<file path="src/sv/ppv_pkg.sv">
`timescale 1ns / 1ps

package ppv_pkg;

  // Number of character fields that one word carries.
  localparam int NUM_FIELDS = 7;

  // Code reported for a position that received no vote.
  localparam logic [7:0] EMPTY_MARK = 8'd42;

  typedef struct packed {
    logic [7:0] char_0;
    logic [7:0] char_1;
    logic [7:0] char_2;
    logic [7:0] char_3;
    logic [7:0] char_4;
    logic [7:0] char_5;
    logic [7:0] char_6;
    logic       has_vote;
    logic       last_vote;
  } vote_t;

  typedef struct packed {
    logic [7:0] winner_0;
    logic [7:0] winner_1;
    logic [7:0] winner_2;
    logic [7:0] winner_3;
    logic [7:0] winner_4;
    logic [7:0] winner_5;
    logic [7:0] winner_6;
    logic       count_saturated;
  } result_t;

  // Commands from the sequencer to every lane.
  typedef struct packed {
    logic vote_read;   // read the counter addressed by the incoming code
    logic vote_write;  // write back the incremented counter
    logic sweep;       // read the sweep address and write zero there
    logic restart;     // forget the best code found so far
    logic track;       // read data belongs to the previous sweep address
  } lane_ctrl_t;

  // What a lane reports back.
  typedef struct packed {
    logic [7:0] winner;
    logic       sat_hit;
  } lane_stat_t;

endpackage

</file>
<file path="src/sv/ppv_merge.sv">
`timescale 1ns / 1ps

module ppv_merge import ppv_pkg::*; #(
  parameter int LANES = 7
) (
  input  logic       clk_i,
  input  logic       rst_ni,
  input  logic       emit_i,
  input  logic       votes_seen_i,
  input  logic       sat_seen_i,
  input  lane_stat_t lane_stat_i [LANES],
  output logic       done_o,
  output result_t    result_o
);

  logic [7:0] win [NUM_FIELDS];
  logic       done_q;
  result_t    result_q;

  for (genvar p = 0; p < NUM_FIELDS; p++) begin : g_pos
    if (p < LANES) begin : g_lane
      assign win[p] = votes_seen_i ? lane_stat_i[p].winner : EMPTY_MARK;
    end else begin : g_none
      assign win[p] = EMPTY_MARK;
    end
  end

  always_ff @(posedge clk_i or negedge rst_ni) begin
    if (!rst_ni) begin
      done_q <= 1'b0;
    end else begin
      done_q <= emit_i;
    end
  end

  always_ff @(posedge clk_i) begin
    if (emit_i) begin
      result_q.winner_0        <= win[0];
      result_q.winner_1        <= win[1];
      result_q.winner_2        <= win[2];
      result_q.winner_3        <= win[3];
      result_q.winner_4        <= win[4];
      result_q.winner_5        <= win[5];
      result_q.winner_6        <= win[6];
      result_q.count_saturated <= sat_seen_i;
    end
  end

  assign done_o   = done_q;
  assign result_o = result_q;

endmodule

</file>
<file path="config.mk">
export PLATFORM = sky130hd
export DESIGN_NAME = ppv_merge
export DESIGN_NICKNAME = d
export VERILOG_FILES = /design/src/sv/ppv_pkg.sv /design/src/sv/ppv_merge.sv
export SDC_FILE = /design/constraint.sdc
export NUM_CORES = 1
export LEC_CHECK = 0
export BUFFER_PORTS_ARGS = -buffer_cell sky130_fd_sc_hd__buf_4
export CORE_MARGIN = 2
export CORE_UTILIZATION = 48
export CTS_BUF_LIST = sky130_fd_sc_hd__clkbuf_4
export DETAILED_ROUTE_END_ITERATION = 10
export GPL_ROUTABILITY_DRIVEN = 0
export HOLD_SLACK_MARGIN = 0.02
export PLACE_DENSITY = 0.9
export SLEW_MARGIN = 25
export SYNTH_ARGS = -nofsm -noshare
export SYNTH_HDL_FRONTEND = slang
export SYNTH_SLANG_ARGS = --single-unit
</file>
<file path="constraint.sdc">
create_clock -name clk_i -period 1.2 [get_ports clk_i]
set_clock_uncertainty 0.05 [all_clocks]
set_input_delay 0.24 -clock clk_i [delete_from_list [all_inputs] [get_ports clk_i]]
set_output_delay 0.24 -clock clk_i [all_outputs]
set_load 0.02 [all_outputs]
</file>
==> run_results.csv <==
group,metric,value,unit
global_routing,grt_pass1_wl,7.98,mm
run,cap_violations,0,
synthesis,synth_top_family_by_area,"simple AND/OR/NAND/NOR gates",
floorplan,dieWidth,70.6,um
worst_setup_path,cp_slowest_cell,"edfxtp_1",
synthesis,synth_simple_gate_area_share,16.5,%
cells_and_area,area_growth,62.6,%
worst_setup_path,crit_required,910,ps
drt,first_iter_violations,97,
power,vdd_drop_max,818,uV
cells_and_area,num_antenna_cells,0,
sta,rsz0062_at_grt,"yes",
global_routing,grt_pass1_vias,1524,
synthesis,synth-xor-area-share,0,%
worst_setup_path,cp.arrival,1000,ps
sta,maxSlewHeadroom,69.9,%
clock_tree,cts_root_buf,"clkbuf_4",
cells_and_area,layout_common_cells,"buf_4 (61), buf_6 (57), edfxtp_1 (57)",
power,power_density,1400,nW/um^2
synthesis,netlist_instances,120,
global_routing,grt_max_degree,57,
clock_tree,cts_tree,"built",
worst_setup_path,worst_path_largest_cell_delay,440,ps
floorplan,core,4320,um^2
sta,worst_pin_slew,452,ps
placement,portBuffers,118,
drt,routedWlPerCell,17.5,um
synthesis,synth_compound_gate_area_share,0,%
placement,dp.cells,286,
worst_setup_path,cp_num_cells,1,
synthesis,ys_seq_area_share,81.6,%
sta,hold_viol_final,0,
placement,placed_area,3080,um^2
floorplan,pin_count,126,
cells_and_area,nNetsFinal,315,
sta,setup_ws,-94.7,ps
sta,post-route-period-util,108,%
power,p_seq_share,51.2,%
sta,fin_crit,1290,ps
power,p_leak,1.46,nW
worst_setup_path,endpoint,"result_o[21]",
floorplan,rows,24,
sta,max_freq,0.772,GHz
drt,finalWirelength,5.33,mm
drt,ant_nets,0,
drt,firstDrtPassIters,4,
drt,drc_errors,0,
floorplan,start_util,49.2,%
sta,slew_viol_final,0,
sta,setup_violations,53,
cells_and_area,final_cells,304,
clock_tree,cts.sinks,58,
floorplan,die_area,4990,um^2
drt,vias_per_cell,4.86,
power,swShare,24.1,%
global_routing,grt-ovfl-total,0,
clock_tree,clk_pin_slew,110,ps
clock_tree,cts_htree_levels,3,
power,p_int,3.68,mW
worst_setup_path,critPathLaunch,"result_o[21]$_SDFFCE_PN0P_",
synthesis,synthMuxAreaShare,0,%
worst_hold_path,hold-path-cell-count,2,
worst_setup_path,startpoint_type,"flop",
drt,vias,1476,
worst_setup_path,crit_family,"flip-flops",
worst_setup_path,crit_chain,"buf_6",
clock_tree,cts_buffer_depth,2,
status,status,"finished with violations",
clock_tree,post_cts_buffers,0,
synthesis,synth.distinct_cells,6,
sta,holdWs,43.9,ps
global_routing,grt_usage,22.4,%
cells_and_area,drive_gt1_share,53.6,%
worst_hold_path,min_from,"lane_stat_i[6]",
cells_and_area,design_area,3460,um^2
synthesis,ys_seq_elements,58,
power,clock_power_share,31.7,%
power,switchingPower,1.17,mW
worst_setup_path,end_kind,"primary output",
synthesis,netlist_area,2130,um^2
synthesis,yosysWarnings,0,
worst_setup_path,worstPathBufferInverterCount,1,
floorplan,die_y,70.6,um
cells_and_area,layout_commonest_cell,"buf_4",
worst_setup_path,path_class,"reg -> out",
synthesis,synth_nets,188,
worst_setup_path,crit_fanout,1,
power,pwr-share-comb,17.0,%
global_routing,antenna_found_initial,0,
synthesis,yosys.area_share.adder,0,%
cells_and_area,final_core_util,80.1,%
worst_hold_path,hp-class,"in -> reg",
clock_tree,cts_buffers,9,
status,violations,"setup timing",
synthesis,avgSynthCellArea,17.7,um^2
power,power.total,4.85,mW
-- power groups by stage --
stage                     sequential [mW]  clock, mW  combinational [mW]
after detailed placement             2.49          0               0.730
after global placement               2.48          0               0.713
final                                2.49       1.54               0.827
after floorplan                      2.70          0              0.0885
after global routing                 2.50       1.66               0.866
after CTS                            2.48       1.53               0.821
-- registers in the layout, summed over array words and instances (netlist names) --
register / cells
result_o: 57
done_o: 1
-- how the worst min path moves through the flow --
stage,end,slack (ps)
after detailed placement,done_o$_DFF_PN0_,-30
after floorplan,done_o$_DFF_PN0_,-110
after CTS,result_o[4]$_SDFFCE_PN1P_,30
final,result_o[6]$_SDFFCE_PN1P_,40
after global placement,done_o$_DFF_PN0_,-30
after global routing,result_o[20]$_SDFFCE_PN1P_,30
-- timing repair --
item,4_1_cts,5_1_grt
hold endpoints to repair,2,0
gates resized for setup,55,2
setup endpoints to repair,58,58
hold buffers,2,0
-- final cells by class --
cell class,count,area (um^2)
Timing Repair Buffer,122,1160
Clock buffer,9,67.6
Fill cell,225,861
Multi-Input combinational cell,56,350
Clock inverter,7,83.8
Sequential cell,58,1740
Tap cell,52,65.1
-- stage by stage --
| step | worst slack [ps] | TNS (ps) |
|---|---|---|
| floorplan | 249 | 0 |
| global placement | 165 | 0 |
| detailed placement | 117 | 0 |
| CTS | -85.0 | -2530 |
| global route | -124 | -4400 |
| finish | -94.7 | -1660 |
-- metal layers --
layer / track usage, % / vias up / wire (um)
met5: 0 / - / 0
met4: 11.5 / 0 / 152
met3: 8.26 / 13 / 378
met2: 40.0 / 84 / 2950
met1: 22.7 / 705 / 1850
li1: - / 674 / -
-- logic make-up after synthesis --
group                  count (synthesis)
DFF                                   58
and+or+nand+nor                       56
buffers and inverters                  6
-- cells in the mapped netlist (all sizes together) --
cell type   n  area share [%]
and2       35              10
buf         5             1.8
clkbuf      1            0.23
dfrtp       1             1.2
edfxtp     57              80
nand2b     21             6.2
No activity file was read; power rests on OpenSTA's default activity.
